**src/rtl/hwlb_pkg.sv**
```systemverilog
package hwlb_pkg;

   typedef enum logic [2:0] {
      FUNC_SET        = 3'd0,
      FUNC_CLEAR      = 3'd1,
      FUNC_FILL       = 3'd2,
      FUNC_FADE_IN    = 3'd3,
      FUNC_FADE_OUT   = 3'd4,
      FUNC_ROTATE_CW  = 3'd5,
      FUNC_ROTATE_CCW = 3'd6,
      FUNC_SHOW       = 3'd7
   } func_type;

   typedef enum logic [2:0] {
      OP_HOLD,
      OP_SET,
      OP_CLEAR,
      OP_FILL,
      OP_FADE_IN,
      OP_FADE_OUT,
      OP_ROT_CW,
      OP_ROT_CCW
   } cell_op_type;

   localparam logic [2:0] FULL_LEVEL = 3'd6;
   localparam logic [5:0] STEP_MASK  = 6'd63;

   localparam logic [1:0] PHASE_RED_GREEN  = 2'd0;
   localparam logic [1:0] PHASE_GREEN_BLUE = 2'd1;
   localparam logic [1:0] PHASE_BLUE_RED   = 2'd2;
   localparam logic [1:0] PHASE_SKIP       = 2'd3;

   localparam logic [7:0] GAMMA_LUT [0:63] = '{
      8'd0,   8'd0,   8'd0,   8'd0,   8'd0,   8'd0,   8'd0,   8'd1,
      8'd1,   8'd1,   8'd2,   8'd2,   8'd3,   8'd3,   8'd4,   8'd5,
      8'd6,   8'd7,   8'd8,   8'd10,  8'd11,  8'd13,  8'd14,  8'd16,
      8'd18,  8'd20,  8'd22,  8'd25,  8'd27,  8'd30,  8'd33,  8'd36,
      8'd39,  8'd43,  8'd47,  8'd50,  8'd55,  8'd59,  8'd63,  8'd68,
      8'd73,  8'd78,  8'd83,  8'd89,  8'd95,  8'd101, 8'd107, 8'd114,
      8'd120, 8'd127, 8'd135, 8'd142, 8'd150, 8'd158, 8'd167, 8'd175,
      8'd184, 8'd193, 8'd203, 8'd213, 8'd223, 8'd233, 8'd244, 8'd255
   };

   typedef struct packed {
      logic [7:0] hue;
      logic [2:0] level;
   } pixel_type;

   typedef struct packed {
      cell_op_type op;
      logic [3:0]  index;
      logic [7:0]  hue;
   } cell_ctrl_type;

   typedef struct packed {
      logic [3:0] number;
      logic [7:0] red;
      logic [7:0] green;
      logic [7:0] blue;
      logic       skipped;
      logic       last;
   } rsp_type;

endpackage

```
**src/rtl/hwlb_cell.sv**
```systemverilog
module hwlb_cell #(
   parameter int unsigned CELL_INDEX = 0
) (
   input  logic                     clock,
   input  logic                     reset,
   input  hwlb_pkg::cell_ctrl_type  ctrl,
   input  hwlb_pkg::pixel_type      prev_pixel,
   input  hwlb_pkg::pixel_type      next_pixel,
   output hwlb_pkg::pixel_type      pixel
);
   import hwlb_pkg::*;

   pixel_type pixel_ff;
   pixel_type pixel_in;

   always_comb begin
      pixel_in = pixel_ff;
      unique case (ctrl.op)
         OP_HOLD: ;
         OP_SET: begin
            if (32'(ctrl.index) == CELL_INDEX) begin
               pixel_in.hue   = ctrl.hue;
               pixel_in.level = FULL_LEVEL;
            end
         end
         OP_CLEAR:    pixel_in.level = 3'd0;
         OP_FILL:     pixel_in.hue   = ctrl.hue;
         OP_FADE_IN: begin
            if (pixel_ff.level < FULL_LEVEL) pixel_in.level = pixel_ff.level + 3'd1;
         end
         OP_FADE_OUT: begin
            if (pixel_ff.level != 3'd0) pixel_in.level = pixel_ff.level - 3'd1;
         end
         OP_ROT_CW:   pixel_in = prev_pixel;
         OP_ROT_CCW:  pixel_in = next_pixel;
      endcase
   end

   always_ff @(posedge clock) begin
      if (reset) begin
         pixel_ff <= '0;
      end else begin
         pixel_ff <= pixel_in;
      end
   end

   assign pixel = pixel_ff;

endmodule

```
**src/rtl/hwlb_color.sv**
```systemverilog
module hwlb_color (
   input  logic                 clock,
   input  logic                 reset,
   input  logic                 valid,
   input  hwlb_pkg::pixel_type  pixel,
   input  logic [3:0]           number,
   input  logic                 last,
   output logic                 rsp_valid,
   output hwlb_pkg::rsp_type    rsp
);
   import hwlb_pkg::*;

   logic [2:0] shift;
   logic [5:0] step;
   logic [7:0] col;
   logic [7:0] ncol;
   rsp_type    rsp_in;
   rsp_type    rsp_ff;
   logic       valid_ff;

   always_comb begin
      // levels above full brightness act as full brightness
      shift  = (pixel.level >= FULL_LEVEL) ? 3'd0 : FULL_LEVEL - pixel.level;
      step   = pixel.hue[5:0];
      col    = GAMMA_LUT[step >> shift];
      ncol   = GAMMA_LUT[(STEP_MASK - step) >> shift];
      rsp_in = '0;
      rsp_in.number = number;
      rsp_in.last   = last;
      unique case (pixel.hue[7:6])
         PHASE_RED_GREEN: begin
            rsp_in.red   = ncol;
            rsp_in.green = col;
         end
         PHASE_GREEN_BLUE: begin
            rsp_in.green = ncol;
            rsp_in.blue  = col;
         end
         PHASE_BLUE_RED: begin
            rsp_in.red   = col;
            rsp_in.blue  = ncol;
         end
         PHASE_SKIP: rsp_in.skipped = 1'b1;
      endcase
   end

   always_ff @(posedge clock) begin
      if (reset) begin
         valid_ff <= 1'b0;
      end else begin
         valid_ff <= valid;
      end
      rsp_ff <= rsp_in;
   end

   assign rsp_valid = valid_ff;
   assign rsp       = rsp_ff;

endmodule

```
**src/rtl/hue_wheel_led_buffer_engine_top.sv**
```systemverilog
// Hue-wheel LED pixel buffer. A ring of PIXEL_COUNT cells holds an 8-bit
// hue and a 0..6 brightness level per LED, all zero after reset. A request
// is taken when start is high and busy is low. Set acts on the indexed
// cell; clear, fill, fade in, fade out and both rotations act on every
// cell. All of these act at the accepting clock edge: busy stays low and
// the next request may follow at once. Show raises busy while the ring
// rotates counter-clockwise one place a cycle past cell 0; after a full
// turn the buffer is back where it started. Each pixel leaving cell 0 is
// converted to RGB and registered, so results appear one per cycle, in
// pixel order, the first after the busy register and the result register,
// with rsp_strobe high for exactly one cycle each and rsp_last_pixel on the
// final one. The receiver cannot stall: a result is gone after its cycle,
// so sample every cycle rsp_strobe is high. Hues of 192 and above come out
// with rsp_skipped set and zero color. A set whose index is outside the
// buffer changes nothing. rsp_pixel_number carries the low four bits of
// the pixel index.
module hue_wheel_led_buffer_engine_top #(
   parameter int unsigned PIXEL_COUNT = 16
) (
   input  logic        clock,
   input  logic        reset,
   input  logic        start,
   output logic        busy,
   input  logic [2:0]  req_func,
   input  logic [3:0]  req_pixel_index,
   input  logic [7:0]  req_hue_value,
   output logic        rsp_strobe,
   output logic [3:0]  rsp_pixel_number,
   output logic [7:0]  rsp_red,
   output logic [7:0]  rsp_green,
   output logic [7:0]  rsp_blue,
   output logic        rsp_skipped,
   output logic        rsp_last_pixel
);
   import hwlb_pkg::*;

   localparam int unsigned CNT_W = (PIXEL_COUNT > 1) ? $clog2(PIXEL_COUNT) : 1;
   localparam logic [CNT_W-1:0] LAST_COUNT = CNT_W'(PIXEL_COUNT - 1);

   logic             busy_ff;
   logic             busy_in;
   logic [CNT_W-1:0] count_ff;
   logic [CNT_W-1:0] count_in;
   logic             accept;
   logic             show_last;
   cell_ctrl_type    ctrl;
   pixel_type        ring [PIXEL_COUNT];
   rsp_type          rsp;
   logic             rsp_valid;

   assign accept    = start && !busy_ff;
   assign show_last = busy_ff && (count_ff == LAST_COUNT);

   // Decode the request into one broadcast command for every cell.
   always_comb begin
      ctrl.index = req_pixel_index;
      ctrl.hue   = req_hue_value;
      ctrl.op    = OP_HOLD;
      if (busy_ff) begin
         // show in progress: advance the ring past cell 0
         ctrl.op = OP_ROT_CCW;
      end else if (start) begin
         unique case (func_type'(req_func))
            FUNC_SET:        ctrl.op = OP_SET;
            FUNC_CLEAR:      ctrl.op = OP_CLEAR;
            FUNC_FILL:       ctrl.op = OP_FILL;
            FUNC_FADE_IN:    ctrl.op = OP_FADE_IN;
            FUNC_FADE_OUT:   ctrl.op = OP_FADE_OUT;
            FUNC_ROTATE_CW:  ctrl.op = OP_ROT_CW;
            FUNC_ROTATE_CCW: ctrl.op = OP_ROT_CCW;
            FUNC_SHOW:       ctrl.op = OP_HOLD;
         endcase
      end
   end

   // Show sequencer: busy for one pass around the ring.
   always_comb begin
      busy_in  = busy_ff;
      count_in = count_ff;
      if (busy_ff) begin
         count_in = count_ff + CNT_W'(1);
         if (show_last) begin
            busy_in = 1'b0;
         end
      end else if (accept && (func_type'(req_func) == FUNC_SHOW)) begin
         busy_in  = 1'b1;
         count_in = '0;
      end
   end

   always_ff @(posedge clock) begin
      if (reset) begin
         busy_ff  <= 1'b0;
         count_ff <= '0;
      end else begin
         busy_ff  <= busy_in;
         count_ff <= count_in;
      end
   end

   // The ring: cell i takes cell i-1 on a clockwise step, cell i+1 on a
   // counter-clockwise one, with wrap at both ends.
   for (genvar i = 0; i < PIXEL_COUNT; i++) begin : g_cell
      hwlb_cell #(
         .CELL_INDEX(i)
      ) u_cell (
         .clock      (clock),
         .reset      (reset),
         .ctrl       (ctrl),
         .prev_pixel (ring[(i + PIXEL_COUNT - 1) % PIXEL_COUNT]),
         .next_pixel (ring[(i + 1) % PIXEL_COUNT]),
         .pixel      (ring[i])
      );
   end

   // Convert the pixel at the head of the ring and register the result.
   hwlb_color u_color (
      .clock     (clock),
      .reset     (reset),
      .valid     (busy_ff),
      .pixel     (ring[0]),
      .number    (4'(count_ff)),
      .last      (show_last),
      .rsp_valid (rsp_valid),
      .rsp       (rsp)
   );

   assign busy             = busy_ff;
   assign rsp_strobe       = rsp_valid;
   assign rsp_pixel_number = rsp.number;
   assign rsp_red          = rsp.red;
   assign rsp_green        = rsp.green;
   assign rsp_blue         = rsp.blue;
   assign rsp_skipped      = rsp.skipped;
   assign rsp_last_pixel   = rsp.last;

endmodule

```
**config.mk**
```make
export PLATFORM = sky130hd
export DESIGN_NAME = hue_wheel_led_buffer_engine_top
export DESIGN_NICKNAME = d
export VERILOG_FILES = /design/src/rtl/hwlb_pkg.sv /design/src/rtl/hwlb_cell.sv /design/src/rtl/hwlb_color.sv /design/src/rtl/hue_wheel_led_buffer_engine_top.sv
export SDC_FILE = /design/constraint.sdc
export NUM_CORES = 1
export LEC_CHECK = 0
export ABC_CLOCK_PERIOD_IN_PS = 10160
export BUFFER_PORTS_ARGS = -buffer_cell sky130_fd_sc_hd__buf_2
export CAP_MARGIN = 20
export CORE_MARGIN = 1
export CORE_UTILIZATION = 50
export DETAILED_ROUTE_END_ITERATION = 8
export HOLD_SLACK_MARGIN = 0.06
export PLACE_DENSITY = 0.65
export SETUP_SLACK_MARGIN = 0.2
export SKIP_LAST_GASP = 1
export SLEW_MARGIN = 20
export SYNTH_ARGS = -nofsm -noshare
export SYNTH_HDL_FRONTEND = slang
export SYNTH_SLANG_ARGS = --single-unit
```
**constraint.sdc**
```tcl
create_clock -name clock -period 10.16 [get_ports clock]
set_input_delay 2.032 -clock clock [delete_from_list [all_inputs] [get_ports clock]]
set_output_delay 2.032 -clock clock [all_outputs]
set_load 0.01 [all_outputs]
```
==> flow_metrics.env, run 1 <==
export IMPL_clk_latency_ns=0.53
export IMPL_fmax_ghz=0.1872
export IMPL_placeableCoreArea_um2=25250
export IMPL_maxSlewHeadroom_pct=26.51
export IMPL_synthToLayoutAreaGrowth_pct=8.227
export IMPL_floorplan_die_width_um=162.8
export IMPL_status="finished, final reports clean"
export IMPL_crit_path_end="u_color.rsp[12]"
export IMPL_design_die_area_um2=26500
export IMPL_synth_edf_count=0
export IMPL_design_final_nets=1643
export IMPL_post_synth_top_count_cell="nand2_1"
export IMPL_crit_required_ns=10.62
export IMPL_clock_path_buffers=3
export IMPL_worstSetupPathType="reg2reg"
export IMPL_synth_cell_area_um2=12930
export IMPL_htreeDepth=1
export IMPL_number_of_distinct_library_cell_variants_in_the_gate_level_netlist_after_synthesis=77
export IMPL_number_of_drc_markers_in_iteration_0=1715
export IMPL_maxCapViolations=0
export IMPL_dp_hpwl_mm=25.55
export IMPL_cts_hold_buffers=0
export IMPL_ir_drop_v=0.0001114
export IMPL_r2r_setup_slack_ns=4.82
export IMPL_worstPathArrival_ns=5.81
export IMPL_first_global_vias=11415
export IMPL_placed_area_um2=13200
export IMPL_number_of_placed_instances_taps_included=1884
export IMPL_antenna_violations_before_repair=1
export IMPL_synth_commonest_cells="nand2_1 (253), dfxtp_1 (212), a21oi_1 (197)"
export IMPL_reg2reg_depth=12
export IMPL_seqCellArea_um2=4244
export IMPL_drive_gt1_share_pct=7.895
export IMPL_tritoncts="built"
export IMPL_start_util_pct=51.19
export IMPL_layout_cell_area_non_filler_um2=13990
export IMPL_final_setup_skew_ns=0.01797
export IMPL_fin_cells=1928
export IMPL_first_pass_iters=5
export IMPL_setup_viol_count_final=0
export IMPL_grt_util_all_layers_pct=29.55
export IMPL_power_density_nw_per_um2=172.3
export IMPL_synth_nets=1695
export IMPL_ys_dominant_reg_cell="dfxtp_1"
export IMPL_global_route_wire_length_before_repair_mm=64.14
export IMPL_synthArstFlopShare_pct=0
export IMPL_rsz0062_at_grt="no"
export IMPL_synth_seq_cells=212
export IMPL_postCtsResizedCells=0
export IMPL_worst_r2r_endpoint="u_color.rsp[12]"
export IMPL_post_synth_cell_area_avg_um2=7.916
export IMPL_worst_setup_path_startpoint="g_cell[0].u_cell.pixel[0]"
export IMPL_synth_yosys_warnings=0
export IMPL_tns_ns=0
export IMPL_post_cts_setup_buffers=0
export IMPL_r2r_start="g_cell[0].u_cell.pixel[0]"
export IMPL_synth_seq_area_share_pct=32.83
export IMPL_preCtsSetupSlack_ns=4.370
export IMPL_numCtsBuffers=24
export IMPL_num_vias=12994
export IMPL_master_cell_of_the_clock_root_buffer="clkbuf_16"
export IMPL_fp_row_count=58
export IMPL_global_route_overflow_total=0
export IMPL_holdCritPathClass="reg2reg"
export IMPL_layout_setup_ws_ns=4.819
export IMPL_syn_instance_count=1633
export IMPL_timing_hold_violations_final=0
export IMPL_end_of_flow_core_utilization_pct=55.40
export IMPL_filler_cell_count=2374
export IMPL_critical_path_startpoint_type="flop"
export IMPL_yosysTopAreaCellShare_pct=32.83
export IMPL_routability_congestion_estimate=0.9375
export IMPL_routedWlPerCell_um=20.65
export IMPL_drt_antenna_violating_nets=0
export IMPL_drc_errors=0
export IMPL_final_slew_violations=0
export IMPL_multi_input_area_um2=8098
export IMPL_power_leakage_nw=5.021
export IMPL_synthDominantAreaCellType="dfxtp_1"
export IMPL_final_min_clock_period_ns=5.341
export IMPL_cts_clk_slew_worst_paths_ns=0.06
export IMPL_design_portCount=50
export IMPL_floorplan_die_height_um=162.8
export IMPL_grt_start_max_net_pins=138
export IMPL_path_max_fanout=21
export IMPL_worstSetupEndpointType="flop"
export IMPL_tightest_slew_ns=1.096
export IMPL_cts_sinks=212
export IMPL_synth_area_top_cells="dfxtp_1 (33%), a221o_1 (8.1%), a21oi_1 (7.6%)"
export IMPL_postRouteWirelength_mm=39.82
export IMPL_portBuffers=49
export IMPL_post_route_period_util_pct=52.57
export IMPL_vias_per_cell=6.740
cell type report:
cell class,instances,area share (%)
diodes,2,0.03577
clock buffers,37,5.223
clock inverters,4,0.1431
inverters,19,0.5455
multi-input cells,1259,57.88
flip-flops and latches,212,30.33
well taps,330,2.951
repair buffers,65,2.889
placed cells by master, fill, tap and decap left out, types with 8 or more instances in the layout:
cell type and instances:
nand2b_1 17, clkbuf_16 25, a21o_1 8, a22o_1 17, a31oi_1 11, nand3_1 125
a211o_1 15, a221o_1 105, ha_1 28, xnor2_1 22, nor4_1 13, a221oi_1 60
or3_1 26, a32o_1 12, a211oi_1 21, and2_1 11, buf_4 14, nor2b_1 8
nor3_1 12, nor2_1 100, a21oi_1 195, dfxtp_1 212, fa_1 16, a22oi_1 21
nand2_1 253, inv_1 16, o311ai_0 14, o21ai_0 32, a32oi_1 13, buf_2 48
a311oi_1 17
flip-flops by register name (all words and copies together), names as in the netlist:
register / flops
g_cell.u_cell.pixel: 176
u_color.rsp: 30
count_ff: 4
busy: 1
u_color.rsp_valid: 1
stage by stage:
step | hold slack, ns | power [mW]
2_1_floorplan | 0.3603 | 1.411
3_3_place_gp | 0.3779 | 1.562
6_report | 0.3929 | 2.411
5_1_grt | 0.3972 | 2.524
4_1_cts | 0.3899 | 2.410
3_5_place_dp | 0.3787 | 1.571
per-layer routing:
layer,track usage (%),up-vias,wire [µm]
met4,5.990,0,553
met2,45.01,599,17910
met3,3.030,48,3033
met5,0,-,0
li1,-,6128,-
met1,44.70,6219,18320
logic make-up after synthesis:
family / after synthesis / share of synthesized area [%]
buffers and inverters: 162 / 4.936
DFF: 212 / 32.83
and+or+nand+nor: 586 / 20.33
muxes: 8 / 0.6775
xor gates and xnor gates: 22 / 1.490
AOI/OAI and AO/OA: 599 / 34.55
adders and majority gates: 44 / 5.188
worst min-delay path by stage:
stage,from,to,slack [ns],cells past startpoint
after global placement,count_ff[3],u_color.rsp[29],0.38,0
after floorplan,count_ff[3],u_color.rsp[29],0.36,0
after CTS,count_ff[3],u_color.rsp[29],0.39,0
final,count_ff[3],u_color.rsp[29],0.39,0
after detailed placement,count_ff[3],u_color.rsp[29],0.38,0
after global routing,count_ff[3],u_color.rsp[29],0.40,0
power breakdown:
group	leakage (nW)	total [mW]	internal [mW]	switching, mW
combinational	2.91	0.579	0.204	0.376
clock	0.374	0.842	0.490	0.351
sequential	1.73	0.990	0.901	0.0895
worst max-delay path, cell delays in order (launching register included):
cell and delay, ns:
dfxtp_1 0.74, inv_1 0.22, ha_1 0.46, a211o_1 0.36
nand2_1 0.38, mux2i_1 0.78, nand2_1 0.53, inv_1 0.47
ha_1 0.27, a21oi_1 0.09, o31a_1 0.15, a221oi_1 0.58
a22o_1 0.24
Note: power is estimated with default switching activity, not from simulation.
==> run 2, diff against run 1 <==
--- a/config.mk
+++ b/config.mk
@@ -5,14 +5,14 @@
 export SDC_FILE = /design/constraint.sdc
 export NUM_CORES = 1
 export LEC_CHECK = 0
-export ABC_CLOCK_PERIOD_IN_PS = 10160
+export ABC_CLOCK_PERIOD_IN_PS = 4900
 export BUFFER_PORTS_ARGS = -buffer_cell sky130_fd_sc_hd__buf_2
 export CAP_MARGIN = 20
 export CORE_MARGIN = 1
 export CORE_UTILIZATION = 50
 export DETAILED_ROUTE_END_ITERATION = 8
 export HOLD_SLACK_MARGIN = 0.06
-export PLACE_DENSITY = 0.65
+export PLACE_DENSITY = 0.67
 export SETUP_SLACK_MARGIN = 0.2
 export SKIP_LAST_GASP = 1
 export SLEW_MARGIN = 20
==> constraint.sdc (replaced) <==
create_clock -name clock -period 4.9 [get_ports clock]
set_input_delay 0.98 -clock clock [delete_from_list [all_inputs] [get_ports clock]]
set_output_delay 0.98 -clock clock [all_outputs]
set_load 0.01 [all_outputs]
==> flow_metrics.env, run 2 (synthesis results as in run 1) <==
export IMPL_stage_delay_of_the_slowest_cell_on_the_critical_path_ns=0.60
export IMPL_floorplan_die_width_um=162.8
export IMPL_worstSetupPathType="reg2reg"
export IMPL_drc_errors=0
export IMPL_crit_required_ns=5.38
export IMPL_multi_input_area_um2=8090
export IMPL_commonest_cells_after_routing_fill_and_taps_aside="nand2_1 (253), dfxtp_1 (212), a21oi_1 (196)"
export IMPL_global_route_usage_met3_pct=4.151
export IMPL_cts_clk_slew_worst_paths_ns=0.06
export IMPL_global_route_overflow_total=0
export IMPL_seqCellArea_um2=4244
export IMPL_drive_gt1_share_pct=8.956
export IMPL_vias_per_cell=6.735
export IMPL_critical_path_startpoint_type="flop"
export IMPL_gr_usage_met1_pct=43.15
export IMPL_final_min_clock_period_ns=4.273
export IMPL_htreeDepth=1
export IMPL_final_setup_skew_ns=0.008365
export IMPL_placeableCoreArea_um2=25250
export IMPL_num_vias=13127
export IMPL_antenna_violations_before_repair=0
export IMPL_timing_critical_path_cells="inv_1 > ha_1 > a211o_1 > and2_1 > mux2i_1 > a21oi_1 > ha_1 > a211oi_1 > o31a_1 > a221oi_1 > a22o_1"
export IMPL_start_util_pct=51.19
export IMPL_number_of_drc_markers_in_iteration_0=1452
export IMPL_min_delay_start="count_ff[3]"
export IMPL_r2r_setup_slack_ns=0.63
export IMPL_fmax_ghz=0.2340
export IMPL_fp_row_count=58
export IMPL_tns_ns=0
export IMPL_r2r_start="g_cell[0].u_cell.pixel[1]"
export IMPL_filler_cell_count=2407
export IMPL_post_cts_setup_buffers=0
export IMPL_timing_hold_worst_endpoint="u_color.rsp[29]"
export IMPL_rsz0062_at_grt="no"
export IMPL_maxCapViolations=0
export IMPL_cts_hold_buffers=0
export IMPL_design_die_area_um2=26500
export IMPL_reg2reg_depth=11
export IMPL_postRouteWirelength_mm=40.09
export IMPL_worstSetupEndpointType="flop"
export IMPL_cp_common_cell="ha_1"
export IMPL_setup_viol_count_final=0
export IMPL_cts_sinks=212
export IMPL_grt_util_all_layers_pct=29.86
export IMPL_timing_hold_violations_final=0
export IMPL_postCtsResizedCells=0
export IMPL_portBuffers=49
export IMPL_routedWlPerCell_um=20.57
export IMPL_synthToLayoutAreaGrowth_pct=9.940
export IMPL_first_pass_iters=6
export IMPL_holdCritPathClass="reg2reg"
export IMPL_global_route_wire_length_before_repair_mm=64.74
export IMPL_preCtsSetupSlack_ns=0.6905
export IMPL_tightest_slew_ns=0.9564
export IMPL_drt_antenna_violating_nets=0
export IMPL_path_max_fanout=12
export IMPL_design_portCount=50
export IMPL_master_cell_of_the_clock_root_buffer="clkbuf_16"
export IMPL_power_leakage_nw=5.143
export IMPL_grt_busiest_layer="met2"
export IMPL_status="finished, final reports clean"
export IMPL_ir_drop_v=0.0002645
export IMPL_clk_latency_ns=0.55
export IMPL_routability_congestion_estimate=0.9313
export IMPL_largest_register_ff_count=176
export IMPL_worst_r2r_endpoint="u_color.rsp[12]"
export IMPL_final_common_cell="nand2_1"
export IMPL_antenna_cells_inserted=0
export IMPL_met2_usage_in_global_routing_pct=45.92
export IMPL_floorplan_die_height_um=162.8
export IMPL_hold_worst_slack_ns=0.3871
export IMPL_numCtsBuffers=25
export IMPL_first_global_vias=11637
export IMPL_design_final_nets=1664
export IMPL_maxSlewHeadroom_pct=36.24
export IMPL_post_route_period_util_pct=87.21
export IMPL_grt_start_max_net_pins=137
export IMPL_hold_path_depth=0
export IMPL_dp_hpwl_mm=26.57
export IMPL_tritoncts="built"
export IMPL_final_slew_violations=0
export IMPL_clock_path_buffers=3
export IMPL_worstPathArrival_ns=4.75
export IMPL_layout_setup_ws_ns=0.6267
export IMPL_end_of_flow_core_utilization_pct=56.28
export IMPL_critPathSlowestCell="dfxtp_1"
export IMPL_power_density_nw_per_um2=361.2
## run 2: changes by cell type in the layout (fill, tap and decap cells not counted), moves of 2 or more
cell       delta
diode_2       -2
buf_12        +4
buf_4        +17
clkbuf_1      +2
clkbuf_8      -3
bufinv_16     +2
## run 2: worst max-delay path: cells and delay by family (launching register included)
family	cells	cell delay, ns
simple gates	1	0.30
buf+inv	1	0.12
compound gates	6	1.60
mux	1	0.60
flops	1	0.60
fa+ha+maj	2	0.98
## run 2: layer usage
layer	up-vias	wire (µm)
li1	6190	-
met3	67	3066
met2	570	18260
met4	0	917
met1	6300	17850
met5	-	0
## run 2: where the power goes
group          switching (mW)  internal, mW
clock                   0.755          1.09
sequential              0.181          1.87
combinational           0.789         0.446
## run 2: metrics by stage
step                area, µm²  cells  total power, mW
floorplan               12930   1633            2.926
global placement        13410   1905            3.272
detailed placement      13410   1905            3.289
CTS                     14210   1949            5.141
global route            14210   1949            5.380
finish                  14210   1949            5.133
## run 2: layout make-up
cell class	instances	area share (%)
inverters	19	0.5370
multi-input cells	1259	56.92
repair buffers	85	4.111
well taps	330	2.905
clock buffers	36	4.904
clock inverters	8	0.7571
flip-flops and latches	212	29.86
## run 2: worst max path at each step
| stage | start | endpoint | slack, ns | cells past startpoint |
|---|---|---|---|---|
| 2_1_floorplan | g_cell[0].u_cell.pixel[0] | u_color.rsp[6] | 0.63 | 17 |
| 3_3_place_gp | g_cell[0].u_cell.pixel[1] | u_color.rsp[12] | 0.84 | 11 |
| 3_5_place_dp | g_cell[0].u_cell.pixel[1] | u_color.rsp[12] | 0.69 | 12 |
| 4_1_cts | g_cell[0].u_cell.pixel[1] | u_color.rsp[12] | 0.66 | 12 |
| 5_1_grt | g_cell[0].u_cell.pixel[1] | u_color.rsp[12] | 0.22 | 12 |
| 6_report | g_cell[0].u_cell.pixel[1] | u_color.rsp[12] | 0.63 | 11 |
==> run 3, diff against run 2 <==
--- a/config.mk
+++ b/config.mk
@@ -5,6 +5,7 @@
 export SDC_FILE = /design/constraint.sdc
 export NUM_CORES = 1
 export LEC_CHECK = 0
+export ABC_AREA = 1
 export ABC_CLOCK_PERIOD_IN_PS = 4900
 export BUFFER_PORTS_ARGS = -buffer_cell sky130_fd_sc_hd__buf_2
 export CAP_MARGIN = 20
==> flow_metrics.env, run 3 <==
export IMPL_global_route_usage_met3_pct=3.634
export IMPL_layout_setup_ws_ns=1.311
export IMPL_floorplan_die_height_um=157.1
export IMPL_final_common_cell="nand2_1"
export IMPL_cts_sinks=212
export IMPL_clock_path_buffers=3
export IMPL_antenna_violations_before_repair=0
export IMPL_synthToLayoutAreaGrowth_pct=9.242
export IMPL_commonest_cells_after_routing_fill_and_taps_aside="nand2_1 (227), a21oi_1 (224), dfxtp_1 (212)"
export IMPL_fp_row_count=56
export IMPL_grt_busiest_layer="met2"
export IMPL_synth_nets=1686
export IMPL_seqCellArea_um2=4244
export IMPL_routedWlPerCell_um=17.51
export IMPL_grt_start_max_net_pins=104
export IMPL_portBuffers=49
export IMPL_design_portCount=50
export IMPL_drc_errors=0
export IMPL_routability_congestion_estimate=0.9450
export IMPL_fmax_ghz=0.2786
export IMPL_ys_dominant_reg_cell="dfxtp_1"
export IMPL_worst_setup_path_startpoint="g_cell[0].u_cell.pixel[0]"
export IMPL_filler_cell_count=2288
export IMPL_grt_util_all_layers_pct=27.52
export IMPL_postCtsResizedCells=0
export IMPL_global_route_overflow_total=0
export IMPL_synth_cell_area_um2=12020
export IMPL_maxSlewHeadroom_pct=23.84
export IMPL_ir_drop_v=0.0002272
export IMPL_critical_path_startpoint_type="flop"
export IMPL_antenna_cells_inserted=0
export IMPL_cts_clk_slew_worst_paths_ns=0.06
export IMPL_multi_input_area_um2=6824
export IMPL_number_of_drc_markers_in_iteration_0=1133
export IMPL_dp_hpwl_mm=22.81
export IMPL_worstPathArrival_ns=4.04
export IMPL_syn_instance_count=1624
export IMPL_tritoncts="built"
export IMPL_final_setup_skew_ns=0.02312
export IMPL_synthArstFlopShare_pct=0
export IMPL_path_max_fanout=12
export IMPL_post_cts_setup_buffers=0
export IMPL_timing_hold_violations_final=0
export IMPL_post_synth_cell_area_avg_um2=7.402
export IMPL_yosysTopAreaCellShare_pct=35.30
export IMPL_r2r_start="g_cell[0].u_cell.pixel[0]"
export IMPL_r2r_setup_slack_ns=1.31
export IMPL_num_vias=12079
export IMPL_master_cell_of_the_clock_root_buffer="clkbuf_16"
export IMPL_rsz0062_at_grt="no"
export IMPL_post_route_period_util_pct=73.24
export IMPL_synthDominantAreaCellType="dfxtp_1"
export IMPL_placeableCoreArea_um2=23540
export IMPL_global_route_wire_length_before_repair_mm=55.90
export IMPL_maxCapViolations=0
export IMPL_drt_antenna_violating_nets=0
export IMPL_worstSetupPathType="reg2reg"
export IMPL_synth_seq_area_share_pct=35.30
export IMPL_power_density_nw_per_um2=405.0
export IMPL_post_synth_top_count_cell="nand2_1"
export IMPL_floorplan_die_width_um=157.1
export IMPL_tns_ns=0
export IMPL_first_pass_iters=6
export IMPL_start_util_pct=51.06
export IMPL_htreeDepth=1
export IMPL_gr_usage_met1_pct=40.02
export IMPL_power_leakage_nw=5.311
export IMPL_worst_r2r_endpoint="u_color.rsp[5]"
export IMPL_final_slew_violations=0
export IMPL_synth_commonest_cells="nand2_1 (227), a21oi_1 (224), dfxtp_1 (212)"
export IMPL_synth_edf_count=0
export IMPL_vias_per_cell=6.223
export IMPL_synth_area_top_cells="dfxtp_1 (35%), a221oi_1 (11%), a21oi_1 (9.3%)"
export IMPL_design_final_nets=1668
export IMPL_synth_yosys_warnings=0
export IMPL_met2_usage_in_global_routing_pct=43.01
export IMPL_status="finished, final reports clean"
export IMPL_crit_required_ns=5.35
export IMPL_setup_viol_count_final=0
export IMPL_numCtsBuffers=24
export IMPL_worstSetupEndpointType="flop"
export IMPL_tightest_slew_ns=1.138
export IMPL_reg2reg_depth=20
export IMPL_clk_latency_ns=0.53
export IMPL_design_die_area_um2=24670
export IMPL_cts_hold_buffers=0
export IMPL_first_global_vias=10669
export IMPL_postRouteWirelength_mm=33.98
export IMPL_preCtsSetupSlack_ns=1.060
export IMPL_number_of_distinct_library_cell_variants_in_the_gate_level_netlist_after_synthesis=42
export IMPL_crit_path_end="u_color.rsp[5]"
export IMPL_largest_register_ff_count=176
export IMPL_synth_seq_cells=212
export IMPL_final_min_clock_period_ns=3.589
export IMPL_drive_gt1_share_pct=9.371
export IMPL_holdCritPathClass="reg2reg"
run 3: critical path, cell delays in order (launching register included):
cell and delay (ns):
dfxtp_1 0.55, inv_1 0.15, ha_1 0.23, nand2_2 0.13, nand3_1 0.31, nand2_1 0.21, nand2_1 0.09, nand2_1 0.09
nand3_1 0.07, nand2_1 0.30, inv_1 0.20, ha_1 0.22, inv_1 0.07, nor2_1 0.07, nand2_1 0.07, o21ai_0 0.07
nor2_1 0.15, nand3_1 0.11, nand2_1 0.17, nand2_1 0.07, a21oi_1 0.19
run 3: cell type report:
class	instances	share of cell area [%]
Clock buffer	38	5.507
Sequential cell	212	32.32
Timing Repair Buffer	65	2.877
Multi-Input combinational cell	1169	51.96
Clock inverter	4	0.4287
Tap cell	319	3.039
Inverter	134	3.868
run 3: worst min-delay path by stage:
| stage | startpoint | endpoint | slack (ns) | cells past startpoint |
|---|---|---|---|---|
| floorplan | count_ff[3] | u_color.rsp[29] | 0.35 | 0 |
| global placement | count_ff[3] | u_color.rsp[29] | 0.36 | 0 |
| detailed placement | count_ff[3] | u_color.rsp[29] | 0.36 | 0 |
| CTS | count_ff[3] | u_color.rsp[29] | 0.38 | 0 |
| global route | count_ff[3] | u_color.rsp[29] | 0.38 | 0 |
| finish | count_ff[3] | u_color.rsp[29] | 0.37 | 0 |
run 3: stage by stage:
| step | hold WS (ns) | power, mW | cells | utilization, % | cell area, µm² |
|---|---|---|---|---|---|
| after CTS | 0.3755 | 5.326 | 1941 | 55.74 | 13120 |
| after floorplan | 0.3510 | 3.179 | 1624 | - | 12020 |
| after global placement | 0.3591 | 3.516 | 1899 | 52.43 | 12340 |
| after global routing | 0.3844 | 5.631 | 1941 | 55.78 | 13130 |
| after detailed placement | 0.3636 | 3.537 | 1899 | 52.43 | 12340 |
| final | 0.3745 | 5.318 | 1941 | 55.78 | 13130 |
run 3: cells by family after synthesis:
| family | share of synthesized area [%] |
|---|---|
| AOI/OAI and AO/OA | 33.23 |
| and+or+nand+nor | 16.60 |
| buffers and inverters | 8.118 |
| DFF | 35.30 |
| adders and majority gates | 5.579 |
| xor gates and xnor gates | 1.166 |
run 3: power by group:
part	switching [mW]	leakage, nW	internal [mW]
Clock	0.726	0.383	1.06
Sequential	0.208	1.74	1.93
Combinational	0.947	3.18	0.449
Total	1.88	5.31	3.44
run 3: per-layer routing:
| layer | vias up | share of wire (%) | wire, µm |
|---|---|---|---|
| li1 | 5871 | - | - |
| met1 | 5681 | 47 | 15870 |
| met2 | 487 | 45 | 15410 |
| met3 | 40 | 6.7 | 2282 |
| met4 | 0 | 1.2 | 416 |
| met5 | - | 0 | 0 |
